### src/sv/btr_pkg.sv
// Shared types, codes and numeral tables for the binary to Roman numeral block.
// Used by btr_ctrl, btr_dp and binary_to_roman_numeral; no dependencies.
package btr_pkg;

  localparam int VALUE_W  = 12;
  localparam int SYMBOL_W = 7;
  localparam int BCD_W    = 16;

  localparam logic [VALUE_W-1:0] MAX_VALID = 12'd3999;

  // ASCII codes of the numerals
  localparam logic [SYMBOL_W-1:0] CH_NONE = 7'h00;
  localparam logic [SYMBOL_W-1:0] CH_I    = 7'h49;
  localparam logic [SYMBOL_W-1:0] CH_V    = 7'h56;
  localparam logic [SYMBOL_W-1:0] CH_X    = 7'h58;
  localparam logic [SYMBOL_W-1:0] CH_L    = 7'h4C;
  localparam logic [SYMBOL_W-1:0] CH_C    = 7'h43;
  localparam logic [SYMBOL_W-1:0] CH_D    = 7'h44;
  localparam logic [SYMBOL_W-1:0] CH_M    = 7'h4D;

  // decimal places
  localparam logic [1:0] PL_UNITS     = 2'd0;
  localparam logic [1:0] PL_TENS      = 2'd1;
  localparam logic [1:0] PL_HUNDREDS  = 2'd2;
  localparam logic [1:0] PL_THOUSANDS = 2'd3;

  typedef enum logic [2:0] {
    S_IDLE,
    S_CONV,
    S_SEEK,
    S_EMIT,
    S_ERR
  } state_t;

  typedef enum logic [1:0] {
    K_ONE,
    K_FIVE,
    K_TEN
  } kind_t;

  typedef struct packed {
    logic load;
    logic conv_step;
    logic next_char;
    logic next_place;
  } cmd_t;

  typedef struct packed {
    logic bad;          // input value out of range
    logic conv_done;    // current step is the final conversion step
    logic digit_empty;  // current place has no characters
    logic char_last;    // current char ends its digit
    logic all_last;     // current char ends the numeral
  } status_t;

  // number of characters written for one decimal digit
  function automatic logic [2:0] char_count(input logic [3:0] d);
    logic [2:0] n;
    unique case (d)
      4'd0:    n = 3'd0;
      4'd1:    n = 3'd1;
      4'd2:    n = 3'd2;
      4'd3:    n = 3'd3;
      4'd4:    n = 3'd2;
      4'd5:    n = 3'd1;
      4'd6:    n = 3'd2;
      4'd7:    n = 3'd3;
      4'd8:    n = 3'd4;
      4'd9:    n = 3'd2;
      default: n = 3'd0;
    endcase
    return n;
  endfunction

  // which symbol of the place the k-th character of digit d uses
  function automatic kind_t char_kind(input logic [3:0] d, input logic [1:0] k);
    kind_t r;
    r = K_ONE;
    if (d == 4'd4) begin
      r = (k == 2'd0) ? K_ONE : K_FIVE;
    end else if (d == 4'd9) begin
      r = (k == 2'd0) ? K_ONE : K_TEN;
    end else if (d >= 4'd5) begin
      r = (k == 2'd0) ? K_FIVE : K_ONE;
    end
    return r;
  endfunction

  function automatic logic [SYMBOL_W-1:0] place_sym(input logic [1:0] place,
                                                    input kind_t kind);
    logic [SYMBOL_W-1:0] c;
    c = CH_NONE;
    unique case (place)
      PL_UNITS: begin
        unique case (kind)
          K_ONE:   c = CH_I;
          K_FIVE:  c = CH_V;
          K_TEN:   c = CH_X;
          default: c = CH_NONE;
        endcase
      end
      PL_TENS: begin
        unique case (kind)
          K_ONE:   c = CH_X;
          K_FIVE:  c = CH_L;
          K_TEN:   c = CH_C;
          default: c = CH_NONE;
        endcase
      end
      PL_HUNDREDS: begin
        unique case (kind)
          K_ONE:   c = CH_C;
          K_FIVE:  c = CH_D;
          K_TEN:   c = CH_M;
          default: c = CH_NONE;
        endcase
      end
      default: begin
        // thousands only ever uses its unit symbol
        c = (kind == K_ONE) ? CH_M : CH_NONE;
      end
    endcase
    return c;
  endfunction

endpackage

### src/sv/btr_ctrl.sv
// Controller FSM for the Roman numeral block: sequences load, BCD conversion,
// digit seek and character emission. Depends on btr_pkg.
module btr_ctrl (
  input  logic             clk,
  input  logic             rst,
  input  logic             in_valid,
  output logic             in_stall,
  output logic             out_valid,
  input  logic             out_stall,
  output logic             err_beat,
  input  btr_pkg::status_t sts,
  output btr_pkg::cmd_t    cmd
);
  import btr_pkg::*;

  state_t state;
  state_t state_next;

  always_ff @(posedge clk) begin
    if (rst) begin
      state <= S_IDLE;
    end else begin
      state <= state_next;
    end
  end

  always_comb begin
    state_next = state;
    cmd        = '0;
    in_stall   = 1'b1;
    out_valid  = 1'b0;
    err_beat   = 1'b0;
    unique case (state)
      S_IDLE: begin
        in_stall = 1'b0;
        if (in_valid) begin
          cmd.load   = 1'b1;
          state_next = sts.bad ? S_ERR : S_CONV;
        end
      end
      S_CONV: begin
        cmd.conv_step = 1'b1;
        if (sts.conv_done) begin
          state_next = S_SEEK;
        end
      end
      S_SEEK: begin
        // skip places whose digit is zero
        if (sts.digit_empty) begin
          cmd.next_place = 1'b1;
        end else begin
          state_next = S_EMIT;
        end
      end
      S_EMIT: begin
        out_valid = 1'b1;
        if (!out_stall) begin
          if (sts.all_last) begin
            state_next = S_IDLE;
          end else if (sts.char_last) begin
            cmd.next_place = 1'b1;
            state_next     = S_SEEK;
          end else begin
            cmd.next_char = 1'b1;
          end
        end
      end
      S_ERR: begin
        out_valid = 1'b1;
        err_beat  = 1'b1;
        if (!out_stall) begin
          state_next = S_IDLE;
        end
      end
      default: begin
        state_next = S_IDLE;
      end
    endcase
  end

endmodule

### src/sv/btr_dp.sv
// Datapath for the Roman numeral block: double-dabble BCD conversion, three
// bits per cycle, plus place/character pointers and symbol lookup. Depends on btr_pkg.
module btr_dp (
  input  logic                             clk,
  input  logic                             rst,
  input  logic [btr_pkg::VALUE_W-1:0]      value,
  input  btr_pkg::cmd_t                    cmd,
  input  logic                             err_beat,
  output btr_pkg::status_t                 sts,
  output logic [btr_pkg::SYMBOL_W-1:0]     symbol,
  output logic                             last,
  output logic                             range_error
);
  import btr_pkg::*;

  localparam int SH_W = BCD_W + VALUE_W;

  logic [VALUE_W-1:0] bin;
  logic [BCD_W-1:0]   bcd;
  logic [1:0]         cnt;
  logic [1:0]         place;
  logic [1:0]         k;

  logic [SH_W-1:0]    sh;
  logic [3:0]         digit;
  logic [2:0]         n;
  logic               lower_zero;

  // three shift-and-adjust steps per cycle; the conversion steps together cover 12 bits
  always_comb begin
    sh = {bcd, bin};
    for (int i = 0; i < 3; i++) begin
      for (int j = 0; j < 4; j++) begin
        if (sh[VALUE_W + 4*j +: 4] >= 4'd5) begin
          sh[VALUE_W + 4*j +: 4] = sh[VALUE_W + 4*j +: 4] + 4'd3;
        end
      end
      sh = {sh[SH_W-2:0], 1'b0};
    end
  end

  always_ff @(posedge clk) begin
    if (rst) begin
      bin   <= '0;
      bcd   <= '0;
      cnt   <= '0;
      place <= PL_THOUSANDS;
      k     <= '0;
    end else if (cmd.load) begin
      bin   <= value;
      bcd   <= '0;
      cnt   <= '0;
      place <= PL_THOUSANDS;
      k     <= '0;
    end else begin
      if (cmd.conv_step) begin
        bcd <= sh[SH_W-1:VALUE_W];
        bin <= sh[VALUE_W-1:0];
        cnt <= cnt + 2'd1;
      end
      if (cmd.next_place) begin
        place <= place - 2'd1;
        k     <= '0;
      end else if (cmd.next_char) begin
        k <= k + 2'd1;
      end
    end
  end

  always_comb begin
    unique case (place)
      PL_UNITS:    begin digit = bcd[3:0];   lower_zero = 1'b1;               end
      PL_TENS:     begin digit = bcd[7:4];   lower_zero = (bcd[3:0] == '0);   end
      PL_HUNDREDS: begin digit = bcd[11:8];  lower_zero = (bcd[7:0] == '0);   end
      default:     begin digit = bcd[15:12]; lower_zero = (bcd[11:0] == '0);  end
    endcase
  end

  assign n = char_count(digit);

  always_comb begin
    sts.bad         = (value == '0) || (value > MAX_VALID);
    sts.conv_done   = (cnt == 2'd3);
    sts.digit_empty = (n == 3'd0);
    sts.char_last   = ({1'b0, k} == (n - 3'd1));
    sts.all_last    = sts.char_last && lower_zero;
  end

  assign symbol      = err_beat ? CH_NONE : place_sym(place, char_kind(digit, k));
  assign last        = err_beat | (sts.char_last & lower_zero);
  assign range_error = err_beat;

endmodule

### src/sv/binary_to_roman_numeral.sv
// Top level: 12-bit binary integer in, Roman numeral out one ASCII char per beat.
// Instantiates btr_ctrl and btr_dp; depends on btr_pkg.
//
//   channel | handshake            | payload
//   --------+----------------------+-------------------------------
//   input   | in_valid / in_stall  | value[11:0]
//   output  | out_valid / out_stall| symbol[6:0], last, range_error
//
// One item at a time: accept in idle, BCD conversion (double dabble, three
// bits per cycle), a seek step for each nonzero decimal digit and every skipped
// zero place, then one beat per character (1 to 15).
// Out-of-range values skip conversion and give a single error beat.
// A stall on the output holds the current beat; in_stall is high while busy.
// Reset (rst, synchronous) returns the controller to idle.
module binary_to_roman_numeral (
  input  logic                         clk,
  input  logic                         rst,
  input  logic                         in_valid,
  output logic                         in_stall,
  input  logic [btr_pkg::VALUE_W-1:0]  value,
  output logic                         out_valid,
  input  logic                         out_stall,
  output logic [btr_pkg::SYMBOL_W-1:0] symbol,
  output logic                         last,
  output logic                         range_error
);
  import btr_pkg::*;

  cmd_t    cmd;
  status_t sts;
  logic    err_beat;

  btr_ctrl u_ctrl (
    .clk       (clk),
    .rst       (rst),
    .in_valid  (in_valid),
    .in_stall  (in_stall),
    .out_valid (out_valid),
    .out_stall (out_stall),
    .err_beat  (err_beat),
    .sts       (sts),
    .cmd       (cmd)
  );

  btr_dp u_dp (
    .clk         (clk),
    .rst         (rst),
    .value       (value),
    .cmd         (cmd),
    .err_beat    (err_beat),
    .sts         (sts),
    .symbol      (symbol),
    .last        (last),
    .range_error (range_error)
  );

endmodule

### config.mk
export PLATFORM = sky130hd
export DESIGN_NAME = binary_to_roman_numeral
export DESIGN_NICKNAME = d
export VERILOG_FILES = /design/src/sv/btr_pkg.sv /design/src/sv/btr_ctrl.sv /design/src/sv/btr_dp.sv /design/src/sv/binary_to_roman_numeral.sv
export SDC_FILE = /design/constraint.sdc
export NUM_CORES = 1
export LEC_CHECK = 0
export ABC_AREA = 1
export BUFFER_PORTS_ARGS = -buffer_cell sky130_fd_sc_hd__buf_2
export CAP_MARGIN = 10
export CELL_PAD_IN_SITES_DETAIL_PLACEMENT = 1
export CELL_PAD_IN_SITES_GLOBAL_PLACEMENT = 1
export CORE_AREA = 2 2 80 159
export CTS_CLUSTER_DIAMETER = 30
export DETAILED_ROUTE_END_ITERATION = 12
export DIE_AREA = 0 0 82 161
export GPL_ROUTABILITY_DRIVEN = 0
export HOLD_SLACK_MARGIN = 0.05
export PLACE_DENSITY = 0.71
export REMOVE_ABC_BUFFERS = 1
export SYNTH_ARGS = -nofsm -noshare
export SYNTH_HDL_FRONTEND = slang
export SYNTH_HIERARCHICAL = 1
export SYNTH_SLANG_ARGS = --single-unit
### constraint.sdc
create_clock -name clk -period 4.7 [get_ports clk]
set_input_delay 0.705 -clock clk [delete_from_list [all_inputs] [get_ports clk]]
set_output_delay 0.705 -clock clk [all_outputs]
set_load 0.05 [all_outputs]
Yosys cells after proc, flatten, opt, wreduce, memory -nomap -nowiden. Memories as Yosys holds them, arrays and structs flattened. Index checks and enable logic that the tools add are counted.

Add/sub/neg operators: 16. Magnitude comparators: 14. Eq/ne operators: 18. Mux-type cells: 50. Bitwise gates (word level): 2. Reduce and logical (&&, ||, !) cells: 16.

Operators with widths (count): one-hot mux 7 bit (3 select lines) (4); greater-or-equal comparator 4 x 3 -> 1 bit, second input constant (13); adder 4 x 2 -> 4 bit, second input constant (9); 2-to-1 mux 4 bit (9); 2-to-1 mux 3 bit (11); logical NOT 12 bit (2); 2-to-1 mux 12 bit (2); one-hot mux 3 bit (5 select lines) (1); 2-to-1 mux 7 bit (2); > comparator 12 bit, second input constant (1); 2-to-1 mux 1 bit (12); 2-to-1 mux 2 bit (6); one-hot mux 4 bit (3 select lines) (1); inequality test 2 bit, second input constant (5); adder 3 x 2 -> 3 bit, second input constant (3); logical NOT 8 bit (1); == test 2 bit, second input constant (3); == test 3 x 2 -> 1 bit, second input constant (2); logical NOT 2 bit (3); logical NOT 3 bit (2); AND reduction 6 bit (1); adder 2 x 1 -> 2 bit, second input constant (2); == test 2 x 1 -> 1 bit, second input constant (2); == test 4 x 3 -> 1 bit, second input constant (1); 17 further kinds (18).

Register bits after elaboration: 37. Memory bits (read-only): 48. Bits of input ports: 16. Output and inout port bits: 11. Word-level logic and storage cells: 123. Memories kept: 1.

Memories: (name not given) (depth 16, width 3, rd ports 1, clocked after memory_dff 0, wr ports 0, RTL line btr_pkg.sv:59) `unique case (d)`.

Depth between registers and ports, before layout.
Depth in word-level cells: 10. Mapped depth: 24. Depth with buffers taken out: 24.

Hierarchy. The synthesis kept the hierarchy.

By module, submodules not included: btr_dp (instances 1, cells an instance 509, area an instance 3358.2 um^2, sequential area each 680.7 um^2); btr_ctrl (instances 1, cells an instance 52, area an instance 300.3 um^2, sequential area each 60.1 um^2).

Worst setup path before layout. Ideal clock, no wire load.

Path kind: register to output. Start point: reg u_dp.place[0]. End point: out symbol[4] (netlist bit). Arrival: 3073 ps. Required time: 3995 ps. Setup slack: 922 ps. Cell stages (with the launch flop): 12. Buffers on the path: 1. Path through: dfxtp_1 ha_1 inv_2 buf_6 o21ai_0 nor2_1 a21oi_4 nor3_1 nand2_1 ha_1 nand2_1 a211oi_1.

Word-level cells in the longest chain between the ends: 10. Elaborated cells between the ends (all ways): 17. Classes of those cells: 1 x order compare; 6 x eq/ne; 8 x mux; 2 x reduce/logical.

RTL lines: start, declared (RTL line btr_dp.sv:21) `logic [1:0] place;`; start signal, assigned (RTL line btr_dp.sv:62) `place <= place - 2'd1;`; == test 2 bit (tied with other cells) (RTL line btr_pkg.sv:93, btr_dp.sv:71); one-hot mux 4 bit (3 select lines) (RTL line btr_dp.sv:71) `unique case (place)`; greater-or-equal comparator 4 x 3 -> 1 bit (RTL line btr_pkg.sv:83) `end else if (d >= 4'd5) begin`; 2-to-1 mux 2 bit (RTL line btr_pkg.sv:83); 2-to-1 mux 2 bit (RTL line btr_pkg.sv:81) `end else if (d == 4'd9) begin`; 2-to-1 mux 2 bit (RTL line btr_pkg.sv:79) `if (d == 4'd4) begin`; == test 2 bit (tied with other cells) (RTL line btr_pkg.sv:95, btr_pkg.sv:103); one-hot mux 7 bit (3 select lines) (on tied branches) (RTL line btr_pkg.sv:103, btr_pkg.sv:95); one-hot mux 7 bit (3 select lines) * (RTL line btr_pkg.sv:93) `unique case (place)`; 2-to-1 mux 7 bit * (RTL line btr_dp.sv:89) `assign symbol = err_beat ? CH_NONE : place_sym(place, char_kind(digit, k));`; end, declared (RTL line binary_to_roman_numeral.sv:23) `output logic [btr_pkg::SYMBOL_W-1:0] symbol,`.

Mark *: on every way between the ends. The rest lies on a longest branch, timed or not.

Worst setup path after layout.
Start point: reg u_dp.place[1]. End point: out last.

Word-level cells in the longest chain between the ends: 7. Elaborated cells between the ends (all ways): 10. Classes of those cells: 1 x add/sub; 3 x eq/ne; 2 x mux; 2 x bitwise; 1 x reduce/logical; 1 x memory.

RTL lines: == test 2 bit (tied with other cells) (RTL line btr_dp.sv:71); one-hot mux 4 bit (3 select lines) (RTL line btr_dp.sv:71); memory (16 x 3 bit); subtractor 3 x 1 -> 3 bit (RTL line btr_dp.sv:85) `sts.char_last = ({1'b0, k} == (n - 3'd1));`; == test 2 x 3 -> 1 bit (RTL line btr_dp.sv:85); AND 1 bit * (RTL line btr_dp.sv:90) `assign last = err_beat | (sts.char_last & lower_zero);`; bitwise OR 1 bit * (RTL line btr_dp.sv:90); end, declared (RTL line binary_to_roman_numeral.sv:24) `output logic last,`.

Marked as above.

==> impl_metrics.yaml <==
outcome:
  status: "finished, final reports clean"
clock_tree:
  hold_buffers: 0
  clock_latency_ns: 0.29
  cts_tree: "yes"
  cts.path.max_buffers: 2
  h-tree-depth: 2
  cts_setup_buffers: 0
  cts.root.buffer_cell: "clkbuf_16"
  cts_resized: 0
  path_clk_slew_ns: 0.06
  cts_buffers: 5
  clock_sinks: 37
route:
  route.vias.total: 3562
  detail-route-antenna-nets: 0
  route.detailed.drc: 0
  wl_per_cell_um: 12.9
  drtPass1Iterations: 4
  viasPerCell: 4.88
  drt-initial-drc-count: 83
  drt_wl_total_um: 9420
yosys:
  synth-seq-cells: 37
  synthMuxAreaShare_pct: 0
  synth-edff-count: 0
  yosysTopAreaCellShare_pct: 20.2
  synth_compound_area_share_pct: 18.2
  avgSynthCellArea_um2: 6.52
  synthArstFlopShare_pct: 0
  synthCells: 561
  seq_area_frac_synth_pct: 20.2
  synthAdderAreaFrac_pct: 13.7
  synth_area_leader_cell: "dfxtp_1"
  synth_area_leaders: "dfxtp_1 20%, ha_1 14%, nand2_1 13%"
  yosys.area_share.simple_pct: 34.5
  yosysUniqueCellTypes: 49
  syn_area_um2: 3660
  synth_xor_xnor_area_share_pct: 1.85
  synth_top_family_by_area: "simple AND/OR/NAND/NOR gates"
  synth_warnings: 6
  synth_flop_cell: "dfxtp_1"
final_layout:
  area_growth_pct: 10.9
  num_antenna_cells: 0
  postLayoutCellArea_um2: 4060
  fillers: 1578
  post-route-util_pct: 33.9
  drive_above_1_share_pct: 16.8
  fin_nets: 639
  regArea_um2: 741
  multi_input_area_um2: 2500
power_and_ir_drop:
  irDropWorstVdd_mv: 0.625
  cellPowerDensity_nw_per_um2: 630
  leakage_nw: 2.05
sta:
  hold_violations: 0
  period_needed_ns: 4.10
  fmax_mhz: 244
  tightest_slew_ns: 0.724
  finalMaxSlewViolations: 0
  fin_crit_sh_pct: 87.3
  setup_viol: 0
  slew_headroom_pct: 51.7
  rsz0062_at_grt: "no"
  finalSetupTns_ns: 0
  skew_ns: 0.00176
critical_path:
  rrSetupSlack_ns: 1.17
  worstPathRequired_ns: 3.99
  reg2regPathDepth: 20
  critPathCaptureType: "output port"
  critPathKind: "reg -> out"
  critPathLaunchType: "flip-flop"
  critPathSlowestCell: "ha_1"
  path_max_fanout: 11
  r2r-end: "u_dp/k[1]"
  slowest_delay_ns: 0.39
  timing.rr.start: "u_dp/place[1]"
  path_cells: "ha_1, inv_2, o21ai_2, nor2_1, a21oi_1, nand2_1, nor3_1, nor2_1, ha_1, ha_1, inv_1, a21oi_1, o21ai_0, nor3_2, or2_1, buf_2"
  crit_top_cell: "ha_1"
  crit_arrival_ns: 3.40
  crit_family: "adder cells"
  crit_buf_inv: 3
die:
  fp-row-count: 57
  core_um2: 12000
  fp.dieArea_um2: 13200
  dieHeight_um: 161
  start_util_pct: 30.5
  die-width_um: 82
  num_io_pins: 27
placed_design:
  placed_cell_area_um2: 3910
  place.port_buffers: 25
  hpwl_um: 7590
global_route:
  grt_pass1_vias: 3604
  grt_first_pass_wirelength_um: 16300
  antenna_found_initial: 0
  overflow: 0
  grt_usage_pct: 15.1
  grt_max_degree: 29
min_path:
  hold_start: "u_dp/bin[5]"
  worstHoldPathCells: 2
  hold_class: "reg -> reg"
  worstHoldEndpoint: "u_dp/bin[5]"
run:
  drv_cap: 0
## worst register-to-register path: stages (launching register included)
cell	delay, ns
dfxtp_1	0.38
ha_1	0.39
inv_2	0.20
o21ai_2	0.09
nor2_1	0.06
a21oi_1	0.23
nand2_1	0.12
nor3_1	0.21
nor2_1	0.09
ha_1	0.19
ha_1	0.29
inv_1	0.05
a21oi_1	0.03
o21ai_0	0.12
nor3_2	0.10
inv_1	0.10
nand2_1	0.08
nor3_1	0.37
nor2_1	0.09
a21oi_1	0.13
nor3_1	0.06
## sequential cells by signal, summed over array words and instances, names as in the netlist
register and flops:
u_ctrl/state 3, u_dp/place 2, u_dp/bcd 16, u_dp/k 2, u_dp/cnt 2, u_dp/bin 12
## cell type report
| class | count | share of cell area (%) |
|---|---|---|
| clock buffer | 6 | 3.42 |
| clock inverter | 1 | 0.185 |
| multi-input combinational | 420 | 61.6 |
| tap | 147 | 4.53 |
| timing repair buffer | 27 | 3.45 |
| inverter | 92 | 8.51 |
| sequential | 37 | 18.3 |
## worst max path at each step
stage / startpoint / endpoint / depth (start not counted)
finish: u_dp/place[1] / last / 16
detailed placement: u_dp/place[1] / last / 16
global placement: u_dp/place[1] / last / 16
global route: u_dp/place[1] / last / 16
floorplan: u_dp/place[1] / symbol[4] / 11
CTS: u_dp/place[1] / last / 16
## cells by family (layout without fill, tap and decap cells)
kind of cell	count (synthesis)	after routing
adder cells (fa/ha/maj)	40	40
flip-flops	37	37
other	1	1
buffers and inverters	104	126
AND/OR/NAND/NOR	268	268
XOR/XNOR	6	6
AO/OA/AOI/OAI	105	105
## metrics by stage
step	total power [W]	hold slack, ns	setup slack (ns)	instances
after floorplan	0.00183	0.437	0.865	549
after global placement	0.00219	0.454	1.02	723
after detailed placement	0.00222	0.462	0.889	723
after CTS	0.00259	0.470	0.569	730
after global routing	0.00283	0.493	0.159	730
final	0.00256	0.470	0.596	730
## cell usage in the layout, fill, tap and decap left out, drive strengths merged, types with 9 or more instances in the layout
master  count
buf        27
nor3       18
ha         40
dfxtp      37
nand2     140
a21oi      44
or2         9
inv        91
o21ai      33
nand3      47
nor2       40
## per-layer routing
layer  part of all wire (%)  GRT usage, %  routed length [µm]
met4                    1.4          3.71                 134
met2                     50          26.3                4730
met5                      0             0                   0
met3                    1.9          1.84                 181
met1                     46          19.4                4370
## synth_stat cells (all sizes together), types with 7 or more instances
master,n
a21oi,44
nand2,140
buf,8
o211ai,8
dfxtp,37
or2,9
o22ai,7
nor2,40
nor3,18
inv,91
ha,40
o21ai,33
nand3,47
## power by group
part | internal (W) | leakage [nW] | switching [W] | total [W]
logic | 0.000546 | 1.68 | 0.00120 | 0.00174
registers | 0.000399 | 0.302 | 0.0000692 | 0.000468
clock network | 0.000208 | 0.0690 | 0.000135 | 0.000343
total | 0.00115 | 2.05 | 0.00140 | 0.00256
No activity file was read; power rests on OpenSTA's default activity.
